[src/hw/rtl/tpcs_pkg.sv]
// Shared types and constants of the text page character segmenter.
package tpcs_pkg;

  // Encoding mode codes
  localparam logic MODE_UTF8 = 1'b0;
  localparam logic MODE_GB   = 1'b1;

  // Configuration register indexes
  localparam logic [1:0] REG_ENCODING_MODE    = 2'd0;
  localparam logic [1:0] REG_CHARS_PER_PAGE   = 2'd1;
  localparam logic [1:0] REG_PAGE_BUFFER_BYTES = 2'd2;

  localparam int CFG_IDX_W  = 2;
  localparam int CFG_DATA_W = 13;

  // Register reset values
  localparam logic [11:0] CPP_RESET = 12'd512;
  localparam logic [12:0] PBB_RESET = 13'd512;

  // Page buffer size clamp
  localparam logic [12:0] PBB_MIN = 13'd8;
  localparam logic [12:0] PBB_MAX = 13'd4096;

  // Byte codes
  localparam logic [7:0] CHAR_CR = 8'h0D;

  // Request queue geometry
  localparam int Q_DEPTH = 4;
  localparam int Q_AW    = 2;
  localparam int Q_CW    = 3;

  // One classified request
  typedef struct packed {
    logic       is_end;      // end of input marker
    logic [7:0] data;
    logic       is_cr;
    logic       is_7bit;     // below 0x80
    logic       is_cont;     // 10xxxxxx
    logic [1:0] u8_cont;     // continuations of a UTF-8 lead, 0 when not a lead
    logic       gb_lead;     // 0x81..0xFE
    logic       gb_trail_ok; // 0x40..0xFE except 0x7F
  } item_t;

  // Configuration write bundle
  typedef struct packed {
    logic                  we;
    logic [CFG_IDX_W-1:0]  index;
    logic [CFG_DATA_W-1:0] data;
  } cfg_wr_t;

  // Queue status toward the back end
  typedef struct packed {
    logic            valid;
    logic [Q_CW-1:0] count;
  } q_status_t;

endpackage

[src/hw/rtl/tpcs_front.sv]
// Front end: takes requests and classifies each byte.
module tpcs_front
  import tpcs_pkg::*;
(
  input  logic       func,
  input  logic [7:0] in_byte,
  input  logic       item_valid,
  output logic       item_stall,
  input  logic       q_full,
  output logic       push,
  output item_t      push_item
);

  assign item_stall = q_full;
  assign push       = item_valid && !q_full;

  always_comb begin
    push_item.is_end      = func;
    push_item.data        = in_byte;
    push_item.is_cr       = (in_byte == CHAR_CR);
    push_item.is_7bit     = !in_byte[7];
    push_item.is_cont     = (in_byte[7:6] == 2'b10);
    push_item.u8_cont     = 2'd0;
    if (in_byte[7:5] == 3'b110) begin
      push_item.u8_cont = 2'd1;
    end else if (in_byte[7:4] == 4'b1110) begin
      push_item.u8_cont = 2'd2;
    end else if (in_byte[7:3] == 5'b11110) begin
      push_item.u8_cont = 2'd3;
    end
    push_item.gb_lead     = (in_byte >= 8'h81) && (in_byte <= 8'hFE);
    push_item.gb_trail_ok = (in_byte >= 8'h40) && (in_byte <= 8'hFE) && (in_byte != 8'h7F);
  end

endmodule

[src/hw/rtl/tpcs_queue.sv]
// Small request queue between front and back ends.
module tpcs_queue
  import tpcs_pkg::*;
(
  input  logic      clk,
  input  logic      rst,
  input  logic      push,
  input  item_t     push_item,
  input  logic      pop,
  output item_t     pop_item,
  output logic      full,
  output q_status_t status
);

  item_t           entries [Q_DEPTH];
  logic [Q_AW-1:0] wr_ptr;
  logic [Q_AW-1:0] rd_ptr;
  logic [Q_CW-1:0] count;

  assign full         = (count == Q_CW'(Q_DEPTH));
  assign status.valid = (count != '0);
  assign status.count = count;
  assign pop_item     = entries[rd_ptr];

  always_ff @(posedge clk) begin
    if (push) begin
      entries[wr_ptr] <= push_item;
    end
  end

  always_ff @(posedge clk) begin
    if (rst) begin
      wr_ptr <= '0;
      rd_ptr <= '0;
      count  <= '0;
    end else begin
      if (push) begin
        wr_ptr <= wr_ptr + 1'b1;
      end
      if (pop) begin
        rd_ptr <= rd_ptr + 1'b1;
      end
      if (push && !pop) begin
        count <= count + 1'b1;
      end else if (pop && !push) begin
        count <= count - 1'b1;
      end
    end
  end

endmodule

[src/hw/rtl/tpcs_back.sv]
// Back end: page state, configuration registers and result register.
module tpcs_back
  import tpcs_pkg::*;
#(
  parameter int RAW_PAGE_BYTES = 4096,
  parameter int BCW            = 13
) (
  input  logic        clk,
  input  logic        rst,
  input  cfg_wr_t     cfg,
  input  q_status_t   q_status,
  input  item_t       item,
  output logic        pop,
  output logic        res_valid,
  input  logic        res_stall,
  output logic [7:0]  out_byte,
  output logic        out_valid,
  output logic        char_done,
  output logic        page_closed_before,
  output logic        page_closed_after,
  output logic [11:0] chars_in_page,
  output logic [12:0] bytes_in_page,
  output logic [15:0] page_count,
  output logic [31:0] file_offset
);

  // configuration
  logic        mode;
  logic [11:0] cpp;
  logic [12:0] pbb;

  // page state
  logic [1:0]     pend;
  logic           gbp;
  logic [11:0]    chars;
  logic [BCW-1:0] bytes;
  logic [15:0]    pages;
  logic [31:0]    offset;

  logic [1:0]     pend_next;
  logic           gbp_next;
  logic [11:0]    chars_next;
  logic [BCW-1:0] bytes_next;
  logic [15:0]    pages_next;
  logic [31:0]    offset_next;

  logic [11:0]    eff_cpp;
  logic [12:0]    eff_pbb;
  logic [BCW-1:0] budget;
  logic [BCW:0]   pbb_m1;
  logic           limit_now;
  logic           lead_over;

  logic           fresh;
  logic [11:0]    c_chars;
  logic [BCW-1:0] c_bytes;
  logic [7:0]     r_byte;
  logic           r_valid;
  logic           r_done;
  logic           r_before;
  logic           r_after;

  assign pop = q_status.valid && (!res_valid || !res_stall);

  // effective limits
  always_comb begin
    eff_cpp = (cpp == '0) ? 12'd1 : cpp;
    if (pbb < PBB_MIN) begin
      eff_pbb = PBB_MIN;
    end else if (pbb > PBB_MAX) begin
      eff_pbb = PBB_MAX;
    end else begin
      eff_pbb = pbb;
    end
    budget    = (mode == MODE_GB) ? BCW'(RAW_PAGE_BYTES - 2) : BCW'(eff_pbb - 13'd4);
    pbb_m1    = (BCW+1)'(eff_pbb) - (BCW+1)'(1);
    limit_now = (chars >= eff_cpp) || (bytes >= budget);
    lead_over = ((BCW+1)'(bytes) + (BCW+1)'(item.u8_cont) + (BCW+1)'(1)) >= pbb_m1;
  end

  // per-request step
  always_comb begin
    pend_next   = pend;
    gbp_next    = gbp;
    c_chars     = chars;
    c_bytes     = bytes;
    pages_next  = pages;
    offset_next = offset;
    r_byte      = '0;
    r_valid     = 1'b0;
    r_done      = 1'b0;
    r_before    = 1'b0;
    r_after     = 1'b0;
    fresh       = 1'b0;
    if (item.is_end) begin
      pend_next = '0;
      gbp_next  = 1'b0;
      r_after   = 1'b1;
    end else begin
      offset_next = offset + 32'd1;
      fresh       = 1'b1;
      if (mode == MODE_UTF8 && pend != '0) begin
        if (item.is_cont) begin
          fresh     = 1'b0;
          r_byte    = item.data;
          r_valid   = 1'b1;
          c_bytes   = bytes + 1'b1;
          pend_next = pend - 1'b1;
          if (pend == 2'd1) begin
            r_done  = 1'b1;
            c_chars = chars + 1'b1;
          end
        end else begin
          pend_next = '0;   // abandoned, byte starts fresh
        end
      end else if (mode == MODE_GB && gbp) begin
        gbp_next = 1'b0;
        if (item.gb_trail_ok) begin
          fresh   = 1'b0;
          r_byte  = item.data;
          r_valid = 1'b1;
          c_bytes = bytes + 1'b1;
          r_done  = 1'b1;
          c_chars = chars + 1'b1;
        end
      end
      if (fresh) begin
        // close ahead of the byte: limit reached, or a UTF-8 lead that won't fit
        if (limit_now || (mode == MODE_UTF8 && !item.is_7bit && item.u8_cont != '0
                          && lead_over)) begin
          pages_next = pages + 1'b1;
          c_chars    = '0;
          c_bytes    = '0;
          r_before   = 1'b1;
        end
        if (item.is_cr) begin
          // dropped
        end else if (item.is_7bit) begin
          r_byte  = item.data;
          r_valid = 1'b1;
          c_bytes = c_bytes + 1'b1;
          r_done  = 1'b1;
          c_chars = c_chars + 1'b1;
        end else if (mode == MODE_UTF8) begin
          if (item.u8_cont != '0) begin
            r_byte    = item.data;
            r_valid   = 1'b1;
            c_bytes   = c_bytes + 1'b1;
            pend_next = item.u8_cont;
          end
        end else begin
          r_byte   = item.data;
          r_valid  = 1'b1;
          c_bytes  = c_bytes + 1'b1;
          gbp_next = item.gb_lead;
        end
      end
      if (pend_next == '0 && !gbp_next && ((c_chars >= eff_cpp) || (c_bytes >= budget))) begin
        r_after = 1'b1;
      end
    end
    if (r_after) begin
      pages_next = pages_next + 1'b1;
      chars_next = '0;
      bytes_next = '0;
    end else begin
      chars_next = c_chars;
      bytes_next = c_bytes;
    end
  end

  // state and configuration
  always_ff @(posedge clk) begin
    if (rst) begin
      mode   <= MODE_UTF8;
      cpp    <= CPP_RESET;
      pbb    <= PBB_RESET;
      pend   <= '0;
      gbp    <= 1'b0;
      chars  <= '0;
      bytes  <= '0;
      pages  <= '0;
      offset <= '0;
    end else begin
      // a mode write drops any open sequence
      if (cfg.we && cfg.index == REG_ENCODING_MODE) begin
        pend <= '0;
        gbp  <= 1'b0;
      end else if (pop) begin
        pend <= pend_next;
        gbp  <= gbp_next;
      end
      if (pop) begin
        chars  <= chars_next;
        bytes  <= bytes_next;
        pages  <= pages_next;
        offset <= offset_next;
      end
      if (cfg.we) begin
        unique case (cfg.index)
          REG_ENCODING_MODE:     mode <= cfg.data[0];
          REG_CHARS_PER_PAGE:    cpp <= cfg.data[11:0];
          REG_PAGE_BUFFER_BYTES: pbb <= cfg.data;
          default: ;
        endcase
      end
    end
  end

  // result register
  always_ff @(posedge clk) begin
    if (rst) begin
      res_valid <= 1'b0;
    end else if (pop) begin
      res_valid <= 1'b1;
    end else if (!res_stall) begin
      res_valid <= 1'b0;
    end
  end

  always_ff @(posedge clk) begin
    if (pop) begin
      out_byte           <= r_byte;
      out_valid          <= r_valid;
      char_done          <= r_done;
      page_closed_before <= r_before;
      page_closed_after  <= r_after;
      chars_in_page      <= c_chars;
      bytes_in_page      <= c_bytes[12:0];
      page_count         <= pages_next;
      file_offset        <= offset_next;
    end
  end

endmodule

[src/hw/rtl/text_page_char_segmenter_core.sv]
// Top level of the text page character segmenter.
// Cuts a text byte stream into pages of whole characters, UTF-8/ASCII or GB
// double-byte, one request per byte (func 0) or end of input (func 1), and
// returns one result per request. Throughput is one request per clock while the
// result side is not stalled: the front end classifies each byte as it is
// accepted and pushes it into a four-entry queue; the back end pops one request
// per cycle unless res_stall holds the result, updates the page state and loads
// the result register. item_stall rises only when the queue is full, i.e. when
// the result side has been stalled long enough to back it up. rst clears the
// pointers, counters, configuration and res_valid but not the queue entries or
// result data; there is no clearing pass. Configuration writes (cfg_we,
// cfg_index, cfg_data) take effect at once; index 0 encoding mode (also drops
// an open sequence), 1 chars per page, 2 page buffer bytes. The GB byte budget
// is RAW_PAGE_BYTES - 2; the UTF-8 budget is the clamped buffer size minus four.
module text_page_char_segmenter_core
  import tpcs_pkg::*;
#(
  parameter int RAW_PAGE_BYTES = 4096
) (
  input  logic                  clk,
  input  logic                  rst,
  // configuration
  input  logic                  cfg_we,
  input  logic [CFG_IDX_W-1:0]  cfg_index,
  input  logic [CFG_DATA_W-1:0] cfg_data,
  // request channel
  input  logic                  item_valid,
  output logic                  item_stall,
  input  logic                  func,
  input  logic [7:0]            in_byte,
  // result channel
  output logic                  res_valid,
  input  logic                  res_stall,
  output logic [7:0]            out_byte,
  output logic                  out_valid,
  output logic                  char_done,
  output logic                  page_closed_before,
  output logic                  page_closed_after,
  output logic [11:0]           chars_in_page,
  output logic [12:0]           bytes_in_page,
  output logic [15:0]           page_count,
  output logic [31:0]           file_offset
);

  // page byte counter must hold RAW_PAGE_BYTES - 1 in GB mode
  localparam int BCW = ($clog2(RAW_PAGE_BYTES) > 13) ? $clog2(RAW_PAGE_BYTES) : 13;

  logic      push;
  item_t     push_item;
  logic      q_full;
  logic      pop;
  item_t     pop_item;
  q_status_t q_status;
  cfg_wr_t   cfg;

  assign cfg.we    = cfg_we;
  assign cfg.index = cfg_index;
  assign cfg.data  = cfg_data;

  tpcs_front u_front (
    .func       (func),
    .in_byte    (in_byte),
    .item_valid (item_valid),
    .item_stall (item_stall),
    .q_full     (q_full),
    .push       (push),
    .push_item  (push_item)
  );

  tpcs_queue u_queue (
    .clk       (clk),
    .rst       (rst),
    .push      (push),
    .push_item (push_item),
    .pop       (pop),
    .pop_item  (pop_item),
    .full      (q_full),
    .status    (q_status)
  );

  tpcs_back #(
    .RAW_PAGE_BYTES (RAW_PAGE_BYTES),
    .BCW            (BCW)
  ) u_back (
    .clk                (clk),
    .rst                (rst),
    .cfg                (cfg),
    .q_status           (q_status),
    .item               (pop_item),
    .pop                (pop),
    .res_valid          (res_valid),
    .res_stall          (res_stall),
    .out_byte           (out_byte),
    .out_valid          (out_valid),
    .char_done          (char_done),
    .page_closed_before (page_closed_before),
    .page_closed_after  (page_closed_after),
    .chars_in_page      (chars_in_page),
    .bytes_in_page      (bytes_in_page),
    .page_count         (page_count),
    .file_offset        (file_offset)
  );

`ifndef SYNTH
  // queue never overfills
  a_q_bound: assert property (@(posedge clk) disable iff (rst)
    q_status.count <= Q_CW'(Q_DEPTH))
    else $error("request queue overfilled");

  // a request taken with no pop grows the queue by one
  a_q_track: assert property (@(posedge clk) disable iff (rst)
    (push && !pop) |=> (q_status.count == $past(q_status.count) + 1'b1))
    else $error("request queue lost a request");

  // a finished character always writes a byte and leaves a nonzero count
  a_char_done: assert property (@(posedge clk) disable iff (rst)
    (res_valid && char_done) |-> (out_valid && chars_in_page != '0))
    else $error("character finished without a page byte");
`endif

endmodule
[config.mk]
export PLATFORM = sky130hd
export DESIGN_NAME = text_page_char_segmenter_core
export DESIGN_NICKNAME = d
export VERILOG_FILES = /design/src/hw/rtl/tpcs_pkg.sv /design/src/hw/rtl/tpcs_front.sv /design/src/hw/rtl/tpcs_queue.sv /design/src/hw/rtl/tpcs_back.sv /design/src/hw/rtl/text_page_char_segmenter_core.sv
export SDC_FILE = /design/constraint.sdc
export NUM_CORES = 1
export LEC_CHECK = 0
export ABC_AREA = 1
export ABC_CLOCK_PERIOD_IN_PS = 9540
export BUFFER_PORTS_ARGS = -buffer_cell sky130_fd_sc_hd__buf_2
export CAP_MARGIN = 30
export CORE_MARGIN = 2
export CORE_UTILIZATION = 40
export CTS_BUF_LIST = sky130_fd_sc_hd__clkbuf_8
export CTS_CLUSTER_SIZE = 25
export DETAILED_ROUTE_END_ITERATION = 8
export PLACE_DENSITY_LB_ADDON = 0.05
export RECOVER_POWER = 100
export SYNTH_ARGS = -nofsm -noshare
export SYNTH_HDL_FRONTEND = slang
export SYNTH_SLANG_ARGS = --single-unit
[constraint.sdc]
create_clock -name clk -period 9.54 [get_ports clk]
set_clock_uncertainty 0.15 [all_clocks]
set_input_delay 1.908 -clock clk [delete_from_list [all_inputs] [get_ports clk]]
set_output_delay 1.908 -clock clk [all_outputs]
set_load 0.03 [all_outputs]
Yosys cells after proc, flatten, opt, wreduce, memory -nomap -nowiden
Memories as Yosys holds them, arrays and structs flattened. A register that Yosys moved wholly into a read port is not among the register bits.
Index checks and enable logic that the tools add are counted.
- mux-type cells: 98
- order comparisons: 10
- $add $sub $neg: 16
- reduce and logical (&&, ||, !) cells: 39
- bitwise gates (word level): 2
- eq/ne operators: 11
- operator list (kind ; number):
    13-bit two-way mux ; 18
    12-bit two-way mux ; 15
    8-bit two-way mux ; 9
    16-bit two-way mux ; 4
    1-bit two-way mux ; 35
    16-bit by 1-bit adder with 16-bit output (second input constant) ; 2
    32-bit by 1-bit adder with 32-bit output (second input constant) ; 1
    32-bit two-way mux ; 1
    2-bit two-way mux ; 14
    13-bit by 1-bit adder with 13-bit output (second input constant) ; 2
    13-bit greater-or-equal comparator ; 2
    12-bit by 1-bit adder with 12-bit output (second input constant) ; 2
    12-bit greater-or-equal comparator ; 2
    1-bit logical AND ; 15
    13-bit by 2-bit adder with 14-bit output ; 1
    14-bit by 1-bit adder with 14-bit output (second input constant) ; 1
    14-bit greater-or-equal comparator ; 1
    13-bit by 1-bit subtractor with 14-bit output (second input constant) ; 1
    13-bit greater-than comparator (second input constant) ; 1
    13-bit by 4-bit < comparator with 1-bit output (second input constant) ; 1
    13-bit by 3-bit subtractor with 13-bit output (second input constant) ; 1
    12-bit zero test ; 1
    8-bit by 4-bit == test with 1-bit output (second input constant) ; 1
    8-bit by 7-bit greater-or-equal comparator with 1-bit output (second input constant) ; 1
    other kinds (22) ; 44
- RAM bits: 64
- memories: 1
- output and inout port bits: 87
- logic and storage cells: 199
- bits in registers: 195
- memories (memory ; words ; bits a word ; read ports ; clocked after Yosys merged registers in ; wr ports ; RTL line ; text):
    u_queue.entries ; 4 ; 16 ; 1 ; 1 ; 1 ; tpcs_queue.sv:15 ; item_t entries [Q_DEPTH];

Logic depth before layout (Yosys ltp)
- depth after elaboration: 24
- mapped depth: 56

Modules after synthesis
From an unflattened synthesis, not the netlist that was laid out.
- cells, all modules: 1873
- area, all modules: 15132.0 um2
- by module, submodules not included (module ; sequential area each (um2) ; instances ; area an instance (um2) ; cells an instance):
    tpcs_back ; 4614.4 ; 1 ; 12122.9 ; 1621
    tpcs_queue ; 2102.0 ; 1 ; 2802.7 ; 213
    tpcs_front ; 0.0 ; 1 ; 206.4 ; 39

Least setup slack after synthesis
OpenSTA, ideal clock, no wires.
- path kind: register to register
- start point: reg with a tool-made name
- end point: reg u_back.page_count[5], data pin
- buffers on the path: 3
- cell stages (with the launch flop): 46
- period minus slack after synthesis: 6.575 ns
- setup time: 0.254 ns
- data required time: 9.136 ns
- data arrival time: 6.171 ns
- slack: 2.965 ns
- cell sequence: dfxtp_1 -> buf_2 -> nand2_1 -> a32o_1 -> ha_1 -> inv_1 -> a21oi_1 -> nor3_1 -> nand4_1 -> nor2_1 -> xor2_1 -> ha_1 -> a21oi_1 -> o21ai_0 -> a21oi_1 -> nand3_1 -> a211oi_2 -> nand2_4 -> [10 not listed] -> o21a_1 -> o21ai_0 -> nand2_1 -> a21o_1 -> a21oi_1 -> or2_2 -> nand3_1 -> nand2_1 -> nand2_1 -> nand4_1 -> nand2_1 -> nand2_1 -> nand2_1 -> nand2_2 -> nand2_4 -> buf_6 -> nand2_2 -> nand2_1
- RTL lines (item ; RTL line ; text):
    end signal, assigned ; tpcs_back.sv:230 ; page_count <= pages_next;
    end, declared ; tpcs_back.sv:23 ; output logic [15:0] page_count,

==> results_dict.tcl <==
set metrics [dict create \
    status "complete, but fails checks" \
    violations "capacitance limit, slew limit" \
    drt_first_pass_iters 8 \
    power_frac_seq_pct 36.0 \
    crit_path_end_kind "flop" \
    die_y_um 198 \
    synth_fa_ha_area_share_pct 6.51 \
    gr-usage-met2_pct 32.8 \
    start_util_pct 40.3 \
    p_comb_share_pct 44.0 \
    viasPerCell 5.07 \
    vias 12700 \
    switching_share_pct 45.8 \
    final_common_cell "nand2_1" \
    netlist_top_cells_area "edfxtp_1, dfxtp_1, nand2_1" \
    yosys.area.top_type "edfxtp_1" \
    vdd_drop_max_mv 0.159 \
    yosys.area_share.simple_pct 21.8 \
    fillers 3809 \
    synth_top_area_share_pct 29.8 \
    fin_tns_setup_ns 0 \
    grt_use_met3_pct 4.43 \
    areaGrowthSynthToFinish_pct 11.8 \
    hold_viol_final 0 \
    syn_avg_cell_area_um2 8.08 \
    finalWirelength_mm 40.8 \
    htree_levels 2 \
    synth_nets 1968 \
    path_clk_slew_ns 0.06 \
    holdCritPathClass "reg2reg" \
    grt_busiest_layer "met2" \
    crit_type "reg2reg" \
    io_buffers 115 \
    antenna_found_initial 11 \
    worst_slew_pin_slew_ns 3.58 \
    drc 0 \
    grt_first_pass_wirelength_mm 64.5 \
    p_per_area_nw_per_um2 304 \
    multi_input_area_um2 6970 \
    dieArea_um2 39200 \
    cp_slowest_cell "a211oi_2" \
    cp.required_ns 9.97 \
    num_rows 71 \
    worst_setup_path_start_kind "flop" \
    clock_path_buffers 3 \
    maxSlewViolCount 242 \
    pwr-share-clk_pct 20.0 \
    grt-ovfl-total 0 \
    drive_gt1_share_pct 6.85 \
    ys_types 57 \
    post_cts_buffers 0 \
    drv_cap 4 \
    switchingPower_mw 2.34 \
    grtUsageMet1_pct 29.0 \
    wire_per_inst_um 16.4 \
    cts_tree "done" \
    yosysSeqAreaShare_pct 44.7 \
    ys.warnings.count 0 \
    min_period_over_period_pct 86.6 \
    period_minus_slack_ns 8.26 \
    crit_top_cell "nand2_1" \
    critical_path.max_stage_delay_ns 0.58 \
    dp_hpwl_mm 29.8 \
    synth-edff-count 149 \
    yosys_most_used_dff "edfxtp_1" \
    synth-seq-cells 261 \
    clkLatencyLatePin_ns 0.63 \
    rsz0062_at_grt "no" \
    leakage_nw 7.25 \
    drt-initial-drc-count 856 \
    grt_max_degree 96 \
    ant_nets 0 \
    synth-xor-area-share_pct 6.06 \
    internal_power_mw 2.77 \
    fin_nets 2084 \
    whs_ns 0.320 \
    synth_cells 1862 \
    setup_viol 0 \
    first_global_vias 12000 \
    cts_hold_buf 0 \
    synth_async_sr_flop_share_pct 0 \
    synth-compound-area-share_pct 12.2 \
    pin_count 116 \
    arrival_ns 8.69 \
    clock_sinks 261 \
    numCtsBuffers 47 \
    core_um2 37300 \
    place_congestion 0.929 \
    max_freq_mhz 121 \
    grt_usage_pct 21.1 \
    die_w_um 198 \
    cp_max_fo 23 \
    relSlewSlack_pct -139 \
    syn_area_um2 15000 \
    final_cell_mix "nand2_1, inv_1, nor2_1" \
    synth_top_family_by_area "simple AND/OR/NAND/NOR gates" \
    cts.repair.resized 0 \
    register_area_um2 6720 \
    root_buffer "clkbuf_8" \
    synthMuxAreaShare_pct 0 \
]
## through the flow
stage | worst slack (ns) | power, mW | cells | area (um^2) | utilization (%)
global route | 0.407 | 5.51 | 2493 | 16800 | 45.0
floorplan | 2.97 | 3.49 | 1862 | 15000 | -
CTS | 1.48 | 5.21 | 2489 | 17000 | 45.6
global placement | 1.75 | 4.14 | 2398 | 16000 | 43.0
detailed placement | 1.53 | 4.16 | 2402 | 16100 | 43.2
finish | 1.28 | 5.12 | 2497 | 16800 | 45.1
## power groups by stage
stage / Sequential, mW / Combinational, mW / Clock (mW)
after floorplan: 2.18 / 1.30 / 0
after global placement: 1.84 / 2.30 / 0
after detailed placement: 1.84 / 2.32 / 0
after CTS: 1.82 / 2.33 / 1.06
after global routing: 1.88 / 2.52 / 1.11
final: 1.84 / 2.25 / 1.02
## synth_stat cells, drive strengths merged, types with 2 or more instances
cell and n:
o21ai 142, o21a 5, nor2 198, nor3 40, a32o 2, o22ai 9
xor2 90, o211ai 3, a21oi 146, clkinv 3, o21bai 4, clkbuf 43
a21boi 6, nor4 11, o2bb2ai 2, a211oi 4, a31oi 6, edfxtp 149
fa 2, nand2 334, ha 75, inv 272, dfxtp 112, a211o 2
o41ai 2, a32oi 3, nand3 122, buf 21, xnor2 11, nand4 35
## per-layer routing
metal / wire length, um / up-vias
met2: 17800 / 280
met1: 19700 / 5863
met4: 958 / 10
li1: - / 6431
met3: 2330 / 68
met5: 75 / -
## worst max-delay path, delay by kind of cell (launching register included)
family | cells | cell delay, ns
buf+inv | 6 | 1.50
simple gates | 20 | 2.92
xor+xnor | 1 | 0.20
fa+ha+maj | 3 | 0.85
flops | 1 | 0.29
compound gates | 12 | 2.33
## layout make-up
cell class                 instances  share of cell area, %
multi-input combinational       1262                   41.5
sequential                       261                   39.9
inverter                         275                   6.17
clock buffer                      50                   4.09
tap                              474                   3.53
timing repair buffer             131                   3.36
clock inverter                    37                   1.33
antenna                            7                  0.104
## final timing paths
path                  start              end  slack [ns]  depth (start not counted)
max                    flop  u_back.pages[4]        1.28                         42
min          u_back.pend[1]   u_back.pend[1]        0.32                          2
min reg2reg  u_back.pend[1]   u_back.pend[1]        0.32                          2
max reg2reg            flop  u_back.pages[4]        1.28                         42
## cells by family (layout without fill, tap and decap cells)
kind of cell	count (synthesis)	count (layout)
AOI/OAI and AO/OA	339	339
other	1	8
and+or+nand+nor	744	744
buffers and inverters	339	493
adders and majority gates	77	77
DFF	261	261
xor gates and xnor gates	101	101
## flip-flops by register name, indices dropped and copies added, names as in the netlist, 3 cells and up, named ones only
signal and cells:
u_back.bytes 13, u_back.pbb 13, u_back.page_count 16, u_queue.count 3
u_back.cpp 12, u_queue.entries 64, u_back.bytes_in_page 13, u_back.offset 32
u_back.chars_in_page 12, u_back.chars 12, u_back.pages 16, u_back.file_offset 32
u_back.out_byte 8
(Power assumes the default switching activity.)
